### src/hdl/garhm_pkg.sv
// ----------------------------------------------------------------------------
// garhm_pkg
// shared widths, register indexes and reset values for the gated
// attack/release height map
// ----------------------------------------------------------------------------
`default_nettype none

package garhm_pkg;

  // default cell store depth
  localparam int DEF_MAX_CELLS = 4096;

  // field and register widths
  localparam int SAMPLE_W = 8;
  localparam int MOTION_W = 16;
  localparam int THRESH_W = 15;
  localparam int SCALE_W  = 17;
  localparam int GAIN_W   = 12;
  localparam int RATE_W   = 16;
  localparam int CNT_W    = 13;
  localparam int HEIGHT_W = 16;
  localparam int SUM_W    = 28;
  localparam int CFG_W    = 17;
  localparam int IDX_W    = 3;

  // configuration register indexes
  localparam logic [IDX_W-1:0] CFG_GATE_THRESHOLD = 3'd0;
  localparam logic [IDX_W-1:0] CFG_GATE_SCALE     = 3'd1;
  localparam logic [IDX_W-1:0] CFG_HEIGHT_GAIN    = 3'd2;
  localparam logic [IDX_W-1:0] CFG_RISE_RATE      = 3'd3;
  localparam logic [IDX_W-1:0] CFG_FALL_RATE      = 3'd4;
  localparam logic [IDX_W-1:0] CFG_CELL_COUNT     = 3'd5;

  // register reset values
  localparam logic [THRESH_W-1:0] RST_GATE_THRESHOLD = 15'd9830;
  localparam logic [SCALE_W-1:0]  RST_GATE_SCALE     = 17'd77101;
  localparam logic [GAIN_W-1:0]   RST_HEIGHT_GAIN    = 12'd256;
  localparam logic [RATE_W-1:0]   RST_RISE_RATE      = 16'd19661;
  localparam logic [RATE_W-1:0]   RST_FALL_RATE      = 16'd3277;
  localparam logic [CNT_W-1:0]    RST_CELL_COUNT     = 13'd4096;

  // lowest height shown, and the value of a never-written cell (0.1 in q8.8)
  localparam logic [HEIGHT_W-1:0] HEIGHT_FLOOR = 16'd26;

endpackage

`default_nettype wire

### src/hdl/garhm_div.sv
// ----------------------------------------------------------------------------
// garhm_div
// restoring divider, one quotient bit per cycle, for the frame average
// ----------------------------------------------------------------------------
`default_nettype none

module garhm_div
  import garhm_pkg::*;
(
  input  wire logic             clk,
  input  wire logic             rst_n,
  input  wire logic             start,
  input  wire logic [SUM_W-1:0] dividend,
  input  wire logic [CNT_W-1:0] divisor,
  output logic                  done,
  output logic      [SUM_W-1:0] quotient
);

  localparam int STEP_W = $clog2(SUM_W + 1);

  logic              busy_r, busy_nxt;
  logic              done_r, done_nxt;
  logic [STEP_W-1:0] step_r, step_nxt;
  logic [CNT_W-1:0]  rem_r, rem_nxt;
  logic [SUM_W-1:0]  quo_r, quo_nxt;
  logic [CNT_W-1:0]  dvs_r, dvs_nxt;
  logic [CNT_W:0]    trial;
  logic              fits;

  assign trial = {rem_r, quo_r[SUM_W-1]};
  assign fits  = (trial >= {1'b0, dvs_r});

  always_comb begin
    busy_nxt = busy_r;
    done_nxt = 1'b0;
    step_nxt = step_r;
    rem_nxt  = rem_r;
    quo_nxt  = quo_r;
    dvs_nxt  = dvs_r;
    if (start) begin
      busy_nxt = 1'b1;
      step_nxt = '0;
      rem_nxt  = '0;
      quo_nxt  = dividend;
      dvs_nxt  = divisor;
    end else if (busy_r) begin
      rem_nxt  = fits ? CNT_W'(trial - {1'b0, dvs_r}) : trial[CNT_W-1:0];
      quo_nxt  = {quo_r[SUM_W-2:0], fits};
      step_nxt = step_r + 1'b1;
      if (step_r == STEP_W'(SUM_W - 1)) begin
        busy_nxt = 1'b0;
        done_nxt = 1'b1;
      end
    end
  end

  always_ff @(posedge clk) begin
    if (!rst_n) begin
      busy_r <= 1'b0;
      done_r <= 1'b0;
      step_r <= '0;
    end else begin
      busy_r <= busy_nxt;
      done_r <= done_nxt;
      step_r <= step_nxt;
    end
    rem_r <= rem_nxt;
    quo_r <= quo_nxt;
    dvs_r <= dvs_nxt;
  end

  assign done     = done_r;
  assign quotient = quo_r;

endmodule

`default_nettype wire

### config.mk
export PLATFORM = sky130hd
export DESIGN_NAME = garhm_div
export DESIGN_NICKNAME = d
export VERILOG_FILES = /design/src/hdl/garhm_pkg.sv /design/src/hdl/garhm_div.sv
export SDC_FILE = /design/constraint.sdc
export NUM_CORES = 1
export LEC_CHECK = 0
export ABC_CLOCK_PERIOD_IN_PS = 6610
export BUFFER_PORTS_ARGS = -buffer_cell sky130_fd_sc_hd__buf_4
export CORE_ASPECT_RATIO = 1.25
export CORE_MARGIN = 10
export CORE_UTILIZATION = 55
export CTS_CLUSTER_SIZE = 8
export DETAILED_ROUTE_END_ITERATION = 10
export MAX_ROUTING_LAYER = met4
export PLACE_DENSITY = 0.88
export SLEW_MARGIN = 20
export SYNTH_ARGS = -nofsm -noshare
export SYNTH_HDL_FRONTEND = slang
export SYNTH_SLANG_ARGS = --single-unit
### constraint.sdc
create_clock -name clk -period 6.61 [get_ports clk]
set_clock_uncertainty 0.2 [all_clocks]
set_input_delay 0.661 -clock clk [delete_from_list [all_inputs] [get_ports clk]]
set_output_delay 0.661 -clock clk [all_outputs]
set_load 0.05 [all_outputs]
==> results of run 1 <==
## power groups by stage
stage                     Clock [mW]  Sequential, mW  Combinational [mW]
after floorplan                    0           0.536               0.149
after global routing           0.367           0.475               0.314
after global placement             0           0.477               0.282
after CTS                      0.354           0.471               0.291
after detailed placement           0           0.478               0.289
final                          0.350           0.470               0.291
## state kept, by name, summed over array words and instances (netlist names)
name	count
rem_r	13
dvs_r	13
done	1
busy_r	1
quotient	28
step_r	5
## cells by family after synthesis
logic type,after synthesis,synth area share [%]
flip-flops,61,51.3
AND/OR/NAND/NOR,60,9.48
AO/OA/AOI/OAI,52,12.4
multiplexers,38,13.2
buffers and inverters,31,4.21
adder cells (fa/ha/maj),15,6.13
XOR/XNOR,12,3.30
## stage by stage
step                      instance area [um2]  total power [mW]  hold slack, ns  cells
after floorplan                          3180             0.685           0.255    269
after detailed placement                 3740             0.767           0.285    393
after CTS                                3950              1.12           0.273    409
final                                    3950              1.11           0.284    409
after global routing                     3950              1.16           0.275    409
after global placement                   3740             0.759           0.281    393
## cell usage in the layout, fill, tap and decap left out, types with 3 or more instances in the layout
cell type / count
nand3_1: 10
xnor2_1: 4
nand2b_1: 3
buf_4: 72
nor2b_1: 3
o21bai_1: 3
mux2i_1: 9
nand4_1: 4
a211oi_1: 9
clkbuf_1: 3
mux2_2: 28
nand2_1: 11
dfxtp_1: 20
xor2_1: 8
and3_1: 3
a21oi_1: 11
a21o_1: 4
inv_1: 18
nor2_1: 17
ha_1: 14
clkbuf_8: 12
edfxtp_1: 41
## routing by layer
metal | vias up | wire (um)
met5 | - | 0
met4 | 0 | 188
met3 | 21 | 534
met2 | 82 | 3540
met1 | 1110 | 3110
li1 | 1145 | -
## cell usage after synthesis, types with 5 or more instances
| library cell | number | share of area, % |
|---|---|---|
| mux2_2 | 28 | 9.9 |
| a211oi_1 | 9 | 2.1 |
| xor2_1 | 8 | 2.2 |
| buf_1 | 5 | 0.59 |
| nand3_1 | 10 | 1.6 |
| nand2_1 | 12 | 1.4 |
| a21oi_1 | 11 | 1.7 |
| mux2i_1 | 9 | 2.8 |
| inv_1 | 18 | 2.1 |
| edfxtp_1 | 41 | 39 |
| nor2_1 | 17 | 2.0 |
| dfxtp_1 | 20 | 13 |
| ha_1 | 14 | 5.5 |
## path summary, 6_finish.rpt
kind	startpoint	endpoint	slack (ns)	cells after the start
worst max-delay path	quotient[27]$_DFFE_PP_	rem_r[0]$_SDFFE_PP0P_	3.53	10
worst min-delay path	divisor[4]	dvs_r[4]$_DFFE_PP_	0.28	1
worst max register to register	quotient[27]$_DFFE_PP_	rem_r[0]$_SDFFE_PP0P_	3.53	10
worst min register to register	rem_r[7]$_SDFFE_PP0P_	rem_r[7]$_SDFFE_PP0P_	0.30	2
## worst register-to-register path, delay by kind of cell, from the launching register on
kind            cells  cell delay (ns)
compound gates      5             1.28
buf+inv             2             0.16
flops               1             0.40
mux                 1             0.37
fa+ha+maj           2             0.58
## final cells by class
class / count / area (um2) / area share [%]
clock inverters: 1 / 30.0 / 0.760
repair buffers: 72 / 541 / 13.7
inverters: 19 / 71.3 / 1.81
well taps: 64 / 80.1 / 2.03
flip-flops and latches: 61 / 1630 / 41.3
multi-input cells: 177 / 1420 / 35.9
clock buffers: 15 / 176 / 4.47
==> flow_summary_export.csv, run 1 <==
group,metric,value,unit
outcome,status,"finished, final reports clean",
global_routing,grt_use_met1,19.5,%
place,dp_hpwl,5270,um
cells_and_area,nFillCells,375,
global_routing,grt_overflow,0,
floorplan,die_y,105,um
route,drc,0,
route,drt_iter0_markers,194,
floorplan,row_count,30,
route,antenna_left,0,
run,drv_cap,0,
clocking,insertion_delay,0.35,ns
global_routing,grt_pass1_wl,12100,um
critical_path,slowest_delay,0.41,ns
synthesis,syn-num-nets,328,
power,p_comb_share,26.2,%
synthesis,syn_inst,269,
min_path,hold_class,"input pin to register",
clocking,postCtsSetupBuffers,0,
synthesis,syn_area,3180,um2
global_routing,top_usage_layer,"met2",
critical_path,crit_path_frequent_cell,"inv_1",
synthesis,yosysSeqAreaShare,51.3,%
floorplan,pin_count,73,
route,wire_per_inst,18.0,um
critical_path,crit_slowest_cell,"fa_1",
synthesis,postSynthAreaPerCell,11.8,um2
timing,max_freq,324,MHz
power,p_per_area,282,nW/um2
clocking,root_buffer,"clkbuf_8",
global_routing,grt_use_met3,6.68,%
critical_path,cpLargestDelayFamily,"compound AO/OA/AOI/OAI gates",
place,place.gp.congestion,0.833,
floorplan,die_area,9250,um2
critical_path,cp_max_fo,16,
timing,setup_slack,3.53,ns
critical_path,crit_required,6.66,ns
cells_and_area,area_delta_synth_final,24.1,%
power,seqPwrFrac,42.3,%
power,power.net_switching,0.342,mW
clocking,cts_tree,"yes",
cells_and_area,antenna_cells,0,
timing,finalHoldViolCount,0,
critical_path,crit_type,"register to register",
route,vias,2358,
clocking,cts_resized,0,
critical_path,worst_setup_path_end_kind,"register",
synthesis,async_reset_ff_share,0,%
timing,fin_setup_tns,0,ns
synthesis,synth_edf_count,41,
power,p_sw_share,30.8,%
synthesis,synthFlopType,"edfxtp_1",
critical_path,crit_path_start_kind,"register",
floorplan,die-width,88.0,um
cells_and_area,drive_gt1_share,35.1,%
global_routing,grt_pass1_vias,2549,
timing,drv_slew,0,
route,vias_per_cell,5.77,
timing,worst_pin_slew,1.06,ns
cells_and_area,layout.nets,399,
clocking,cts_htree_levels,3,
floorplan,core,5520,um2
cells_and_area,post-route-util,71.6,%
timing,rsz0062_at_grt,"false",
timing,finalSetupViolations,0,
clocking,cts_hold_buffers,0,
critical_path,path_buf_inv,2,
clocking,clock-sinks,61,
global_routing,grtUsageTotal,16.9,%
clocking,numCtsBuffers,9,
place,pre_cts_ws,3.40,ns
power,p_leak,1.66,nW
timing,max_slew_margin,29.4,%
clocking,clk_pin_slew,0.07,ns
synthesis,ys_types,52,
place,io_buffer_count,72,
route,routed_wirelength,7370,um
power,power_frac_clock,31.5,%
power,ir_drop,0.202,mV
global_routing,grt_start_max_net_pins,56,
floorplan,initial_core_util,57.7,%
critical_path,cp.arrival,3.13,ns
global_routing,use_met2,25.5,%
route,dr.pass1.iters,5,
clocking,clockBufferDepth,2,
synthesis,synth-seq-cells,61,
critical_path,path_cells,"inv_1 > ha_1 > inv_1 > fa_1 > a21o_1 > a221oi_2 > o21a_4 > o31ai_4 > mux2_4 > a211oi_1",
synthesis,yosysWarnings,0,
timing,finalCritPeriodShare,46.6,%
timing,period_minus_slack,3.08,ns
global_routing,grt_antenna_before_repair,0,
power,internal_power,0.769,mW
(Power assumes the default switching activity.)
==> run 2, diff against run 1 <==
--- a/config.mk
+++ b/config.mk
@@ -5,15 +5,15 @@
 export SDC_FILE = /design/constraint.sdc
 export NUM_CORES = 1
 export LEC_CHECK = 0
-export ABC_CLOCK_PERIOD_IN_PS = 6610
+export ABC_CLOCK_PERIOD_IN_PS = 2600
 export BUFFER_PORTS_ARGS = -buffer_cell sky130_fd_sc_hd__buf_4
 export CORE_ASPECT_RATIO = 1.25
 export CORE_MARGIN = 10
-export CORE_UTILIZATION = 55
+export CORE_UTILIZATION = 49
 export CTS_CLUSTER_SIZE = 8
 export DETAILED_ROUTE_END_ITERATION = 10
 export MAX_ROUTING_LAYER = met4
-export PLACE_DENSITY = 0.88
+export PLACE_DENSITY = 0.83
 export SLEW_MARGIN = 20
 export SYNTH_ARGS = -nofsm -noshare
 export SYNTH_HDL_FRONTEND = slang
==> constraint.sdc (replaced) <==
create_clock -name clk -period 2.6 [get_ports clk]
set_clock_uncertainty 0.2 [all_clocks]
set_input_delay 0.26 -clock clk [delete_from_list [all_inputs] [get_ports clk]]
set_output_delay 0.26 -clock clk [all_outputs]
set_load 0.05 [all_outputs]
==> flow_summary_export.csv, run 2 (synthesis gave the netlist of run 1 again) <==
group,metric,value,unit
power,power.net_switching,0.931,mW
floorplan,core,6250,um2
cells_and_area,nFillCells,431,
timing,setup_slack,-0.106,ns
timing,fin_setup_tns,-0.850,ns
floorplan,pin_count,73,
floorplan,row_count,32,
critical_path,crit_type,"register to register",
place,postPlaceCellArea,3880,um2
global_routing,grt_pass1_vias,2691,
timing,drv_slew,0,
critical_path,timing.rr.end,"rem_r[11]$_SDFFE_PP0P_",
cells_and_area,largest_reg_flops,28,
clocking,clockBufferDepth,2,
clocking,clk_pin_slew,0.07,ns
power,p_per_area,708,nW/um2
timing,max_slew_margin,62.8,%
place,io_buffer_count,72,
critical_path,worst_setup_path_end_kind,"register",
floorplan,die_y,110,um
critical_path,crit_path_start_kind,"register",
critical_path,cp_max_fo,7,
critical_path,crit_required,2.66,ns
critical_path,timing.rr.start,"quotient[27]$_DFFE_PP_",
route,drc,0,
route,vias_per_cell,5.58,
timing,finalSetupViolations,12,
route,dr.pass1.iters,5,
min_path,hold_class,"input pin to register",
critical_path,reg2reg_setup_slack,-0.11,ns
power,power_frac_clock,33.3,%
power,seqPwrFrac,38.8,%
outcome,violations,"setup timing",
clocking,numCtsBuffers,9,
floorplan,die-width,92.1,um
cells_and_area,layout.nets,430,
power,p_sw_share,30.3,%
timing,finalHoldViolCount,0,
cells_and_area,area_delta_synth_final,36.2,%
clocking,insertion_delay,0.34,ns
power,p_leak,1.82,nW
global_routing,grt_antenna_before_repair,0,
outcome,status,"complete, but fails checks",
cells_and_area,layout_commonest_cell,"buf_4",
route,routed_wirelength,8390,um
clocking,root_buffer,"clkbuf_8",
timing,fin_hold_ws,0.0213,ns
clocking,cts_htree_levels,3,
power,internal_power,2.14,mW
route,drt_iter0_markers,234,
min_path,min_path_cells,2,
cells_and_area,drive_gt1_share,39.1,%
cells_and_area,post-route-util,69.4,%
cells_and_area,fin_area,4330,um2
run,drv_cap,0,
route,wire_per_inst,18.2,um
route,antenna_left,0,
min_path,whs_endpoint,"quotient[6]$_DFFE_PP_",
floorplan,die_area,10100,um2
clocking,clock-sinks,61,
cells_and_area,final_cell_mix,"86 x buf_4, 41 x edfxtp_1, 28 x mux2_2",
timing,max_freq,370,MHz
power,ir_drop,0.545,mV
min_path,hp-start,"dividend[6]",
timing,worst_pin_slew,0.550,ns
critical_path,cp.arrival,2.77,ns
clocking,cts_tree,"yes",
critical_path,ff2ff_path_depth,11,
global_routing,grtUsageTotal,16.8,%
place,place.gp.congestion,0.899,
critical_path,crit_path_start,"quotient[27]$_DFFE_PP_",
power,p_comb_share,27.9,%
global_routing,grt_overflow,0,
cells_and_area,antenna_cells,0,
timing,period_minus_slack,2.71,ns
global_routing,grt_pass1_wl,13000,um
place,dp_hpwl,5790,um
floorplan,initial_core_util,50.9,%
power,finalPower,3.07,mW
cells_and_area,multiInputGateArea,1470,um2
global_routing,grt_start_max_net_pins,44,
timing,finalCritPeriodShare,104,%
cells_and_area,seqCellArea,1630,um2
timing,rsz0062_at_grt,"true",
route,vias,2571,
[run 2: changes by cell type in the layout (fill, tap and decap cells not counted), sizes merged]
cell and delta:
buf +17, bufinv +2, clkinv +2, clkinvlp +1, dlygate4sd3 +14, clkbuf -5
[run 2: final cells by class]
cell class	instances	area share, %
inverter	19	1.65
sequential	61	37.6
timing repair buffer	103	18.9
clock inverter	6	2.57
multi-input combinational	177	33.8
clock buffer	10	2.94
tap	85	2.45
[run 2: how the worst max path moves through the flow]
stage / end / slack (ns)
finish: rem_r[11]$_SDFFE_PP0P_ / -0.11
global route: rem_r[1]$_SDFFE_PP0P_ / -0.19
CTS: rem_r[1]$_SDFFE_PP0P_ / -0.05
detailed placement: rem_r[9]$_SDFFE_PP0P_ / -0.06
global placement: rem_r[9]$_SDFFE_PP0P_ / 0.05
floorplan: quotient[0]$_DFFE_PP_ / -0.36
[run 2: critical path: stages (launching register included)]
cell and delay (ns):
edfxtp_1 0.42, inv_2 0.10, ha_4 0.14, inv_2 0.04, fa_2 0.36, a21o_1 0.21
a221oi_4 0.30, o21a_4 0.20, o31ai_4 0.12, buf_6 0.18, o31a_2 0.28, o21ai_1 0.08
[run 2: timing repair]
| item | CTS | global route |
|---|---|---|
| hold buffers | 14 | 0 |
| setup buffers | 3 | 2 |
| setup endpoints to repair | 12 | 14 |
| pin swaps | 5 | 8 |
| gates resized for setup | 4 | 6 |
| hold endpoints to repair | 14 | 0 |
[run 2: power by group through the flow]
| stage | Combinational (mW) | Clock [mW] | Sequential [mW] |
|---|---|---|---|
| after floorplan | 0.389 | 0 | 1.36 |
| after global placement | 0.775 | 0 | 1.20 |
| after detailed placement | 0.794 | 0 | 1.21 |
| after CTS | 0.827 | 1.03 | 1.19 |
| after global routing | 0.907 | 1.06 | 1.20 |
| final | 0.857 | 1.02 | 1.19 |
[run 2: stage by stage]
step                      std cells  worst slack [ns]
after floorplan                 269            -0.360
final                           461            -0.106
after global routing            461            -0.188
after CTS                       459           -0.0505
after global placement          426            0.0545
after detailed placement        426           -0.0612
[run 2: metal layers]
| layer | up-vias | global-route usage [%] | routed length, um |
|---|---|---|---|
| li1 | 1206 | - | - |
| met1 | 1205 | 17.2 | 3280 |
| met2 | 133 | 28.6 | 4190 |
| met3 | 27 | 6.02 | 707 |
| met4 | 0 | 7.17 | 210 |
| met5 | - | - | 0 |
==> run 3, diff against run 2 <==
--- a/config.mk
+++ b/config.mk
@@ -6,7 +6,7 @@
 export NUM_CORES = 1
 export LEC_CHECK = 0
 export ABC_CLOCK_PERIOD_IN_PS = 2600
-export BUFFER_PORTS_ARGS = -buffer_cell sky130_fd_sc_hd__buf_4
+export BUFFER_PORTS_ARGS = -buffer_cell sky130_fd_sc_hd__buf_2
 export CORE_ASPECT_RATIO = 1.25
 export CORE_MARGIN = 10
 export CORE_UTILIZATION = 49
@@ -14,7 +14,7 @@
 export DETAILED_ROUTE_END_ITERATION = 10
 export MAX_ROUTING_LAYER = met4
 export PLACE_DENSITY = 0.83
-export SLEW_MARGIN = 20
+export SLEW_MARGIN = 0
 export SYNTH_ARGS = -nofsm -noshare
 export SYNTH_HDL_FRONTEND = slang
 export SYNTH_SLANG_ARGS = --single-unit
==> flow_summary_export.csv, run 3 (synthesis gave the netlist of run 1 again) <==
group,metric,value,unit
power,p_leak,1.72,nW
clocking,cts_htree_levels,3,
cells_and_area,antenna_cells,0,
cells_and_area,largest_reg_flops,28,
timing,period_minus_slack,2.58,ns
route,drt_iter0_markers,238,
global_routing,grt_overflow,0,
route,vias_per_cell,5.52,
clocking,numCtsBuffers,9,
min_path,hold_class,"input pin to register",
timing,worst_pin_slew,0.535,ns
timing,drv_slew,0,
cells_and_area,area_delta_synth_final,28.2,%
clocking,root_buffer,"clkbuf_8",
place,dp_hpwl,5510,um
place,place.gp.congestion,0.908,
clocking,insertion_delay,0.34,ns
global_routing,grtUsageTotal,15.9,%
clocking,clock-sinks,61,
run,drv_cap,0,
timing,fin_hold_ws,0.0209,ns
timing,max_freq,387,MHz
global_routing,grt_pass1_vias,2603,
floorplan,die_y,110,um
critical_path,cp.arrival,2.63,ns
place,postPlaceCellArea,3680,um2
floorplan,row_count,32,
critical_path,path_buf_inv,3,
timing,finalSetupViolations,0,
cells_and_area,drive_gt1_share,37.8,%
timing,fin_setup_tns,0,ns
floorplan,die_area,10100,um2
timing,finalCritPeriodShare,99.4,%
floorplan,core,6250,um2
floorplan,die-width,92.1,um
cells_and_area,fin_area,4080,um2
route,antenna_left,0,
clocking,cts_tree,"yes",
cells_and_area,nFillCells,469,
critical_path,crit_slowest_cell,"edfxtp_1",
cells_and_area,layout_commonest_cell,"buf_2",
timing,max_slew_margin,64.3,%
global_routing,grt_antenna_before_repair,0,
floorplan,pin_count,73,
power,ir_drop,0.555,mV
critical_path,path_cells,"inv_2 > ha_4 > inv_2 > fa_2 > a21o_1 > a221oi_4 > o21a_4 > o31ai_4 > buf_6 > mux2i_1 > a211oi_1",
global_routing,grt_start_max_net_pins,45,
critical_path,crit_path_start_kind,"register",
clocking,clk_pin_slew,0.07,ns
timing,finalHoldViolCount,0,
critical_path,crit_path_frequent_cell,"inv_2",
place,io_buffer_count,72,
floorplan,initial_core_util,50.9,%
cells_and_area,layout.nets,424,
outcome,status,"finished, final reports clean",
route,vias,2511,
place,pre_cts_ws,0.0216,ns
timing,rsz0062_at_grt,"true",
route,routed_wirelength,7780,um
timing,setup_slack,0.0168,ns
critical_path,worst_setup_path_end_kind,"register",
clocking,clockBufferDepth,2,
cells_and_area,post-route-util,65.3,%
cells_and_area,final_cell_mix,"72 x buf_2, 41 x edfxtp_1, 28 x mux2_2",
critical_path,cpLargestDelayFamily,"compound AO/OA/AOI/OAI gates",
power,p_per_area,709,nW/um2
route,drc,0,
route,dr.pass1.iters,5,
global_routing,grt_pass1_wl,12600,um
route,wire_per_inst,17.1,um
critical_path,crit_type,"register to register",
critical_path,crit_required,2.65,ns
critical_path,slowest_delay,0.42,ns
critical_path,cp_max_fo,6,
-- run 3: area by class of cell --
cell class | count | area (um2) | area share, %
timing repair buffer | 97 | 591 | 14.5
clock inverter | 6 | 87.6 | 2.15
clock buffer | 10 | 128 | 3.13
sequential | 61 | 1630 | 40.0
multi-input combinational | 177 | 1460 | 35.9
inverter | 19 | 71.3 | 1.75
tap | 85 | 106 | 2.61
-- run 3: final timing paths --
check	from	endpoint	slack, ns	depth (start not counted)
max reg2reg	quotient[27]$_DFFE_PP_	rem_r[4]$_SDFFE_PP0P_	0.02	11
min	dividend[7]	quotient[7]$_DFFE_PP_	0.02	2
min reg2reg	rem_r[7]$_SDFFE_PP0P_	rem_r[7]$_SDFFE_PP0P_	0.30	2
max	quotient[27]$_DFFE_PP_	rem_r[4]$_SDFFE_PP0P_	0.02	11
-- run 3: metrics by stage --
stage,power [mW],std cells
after global routing,3.01,455
after CTS,2.88,454
after floorplan,1.75,269
final,2.89,455
after detailed placement,1.94,424
after global placement,1.92,424
-- run 3: timing repair --
item                       4_1_cts  5_1_grt
hold endpoints to repair        14        0
resized for setup                1        7
pin swaps                        0        2
gates cloned                     0        0
hold buffers                    14        0
setup endpoints to repair        1       14
setup buffers                    0        1
-- run 3: where the power goes --
part	leakage (nW)	switching, mW	internal, mW
clock	0.110	0.387	0.540
combinational	1.04	0.477	0.299
sequential	0.573	0.0500	1.14
-- run 3: layer usage --
| metal | global-route usage [%] | share of wire (%) | vias up |
|---|---|---|---|
| met2 | 26.3 | 50 | 98 |
| met5 | - | 0 | - |
| met3 | 4.87 | 6.8 | 12 |
| met1 | 17.8 | 42 | 1199 |
| li1 | - | - | 1202 |
| met4 | 5.85 | 1.4 | 0 |
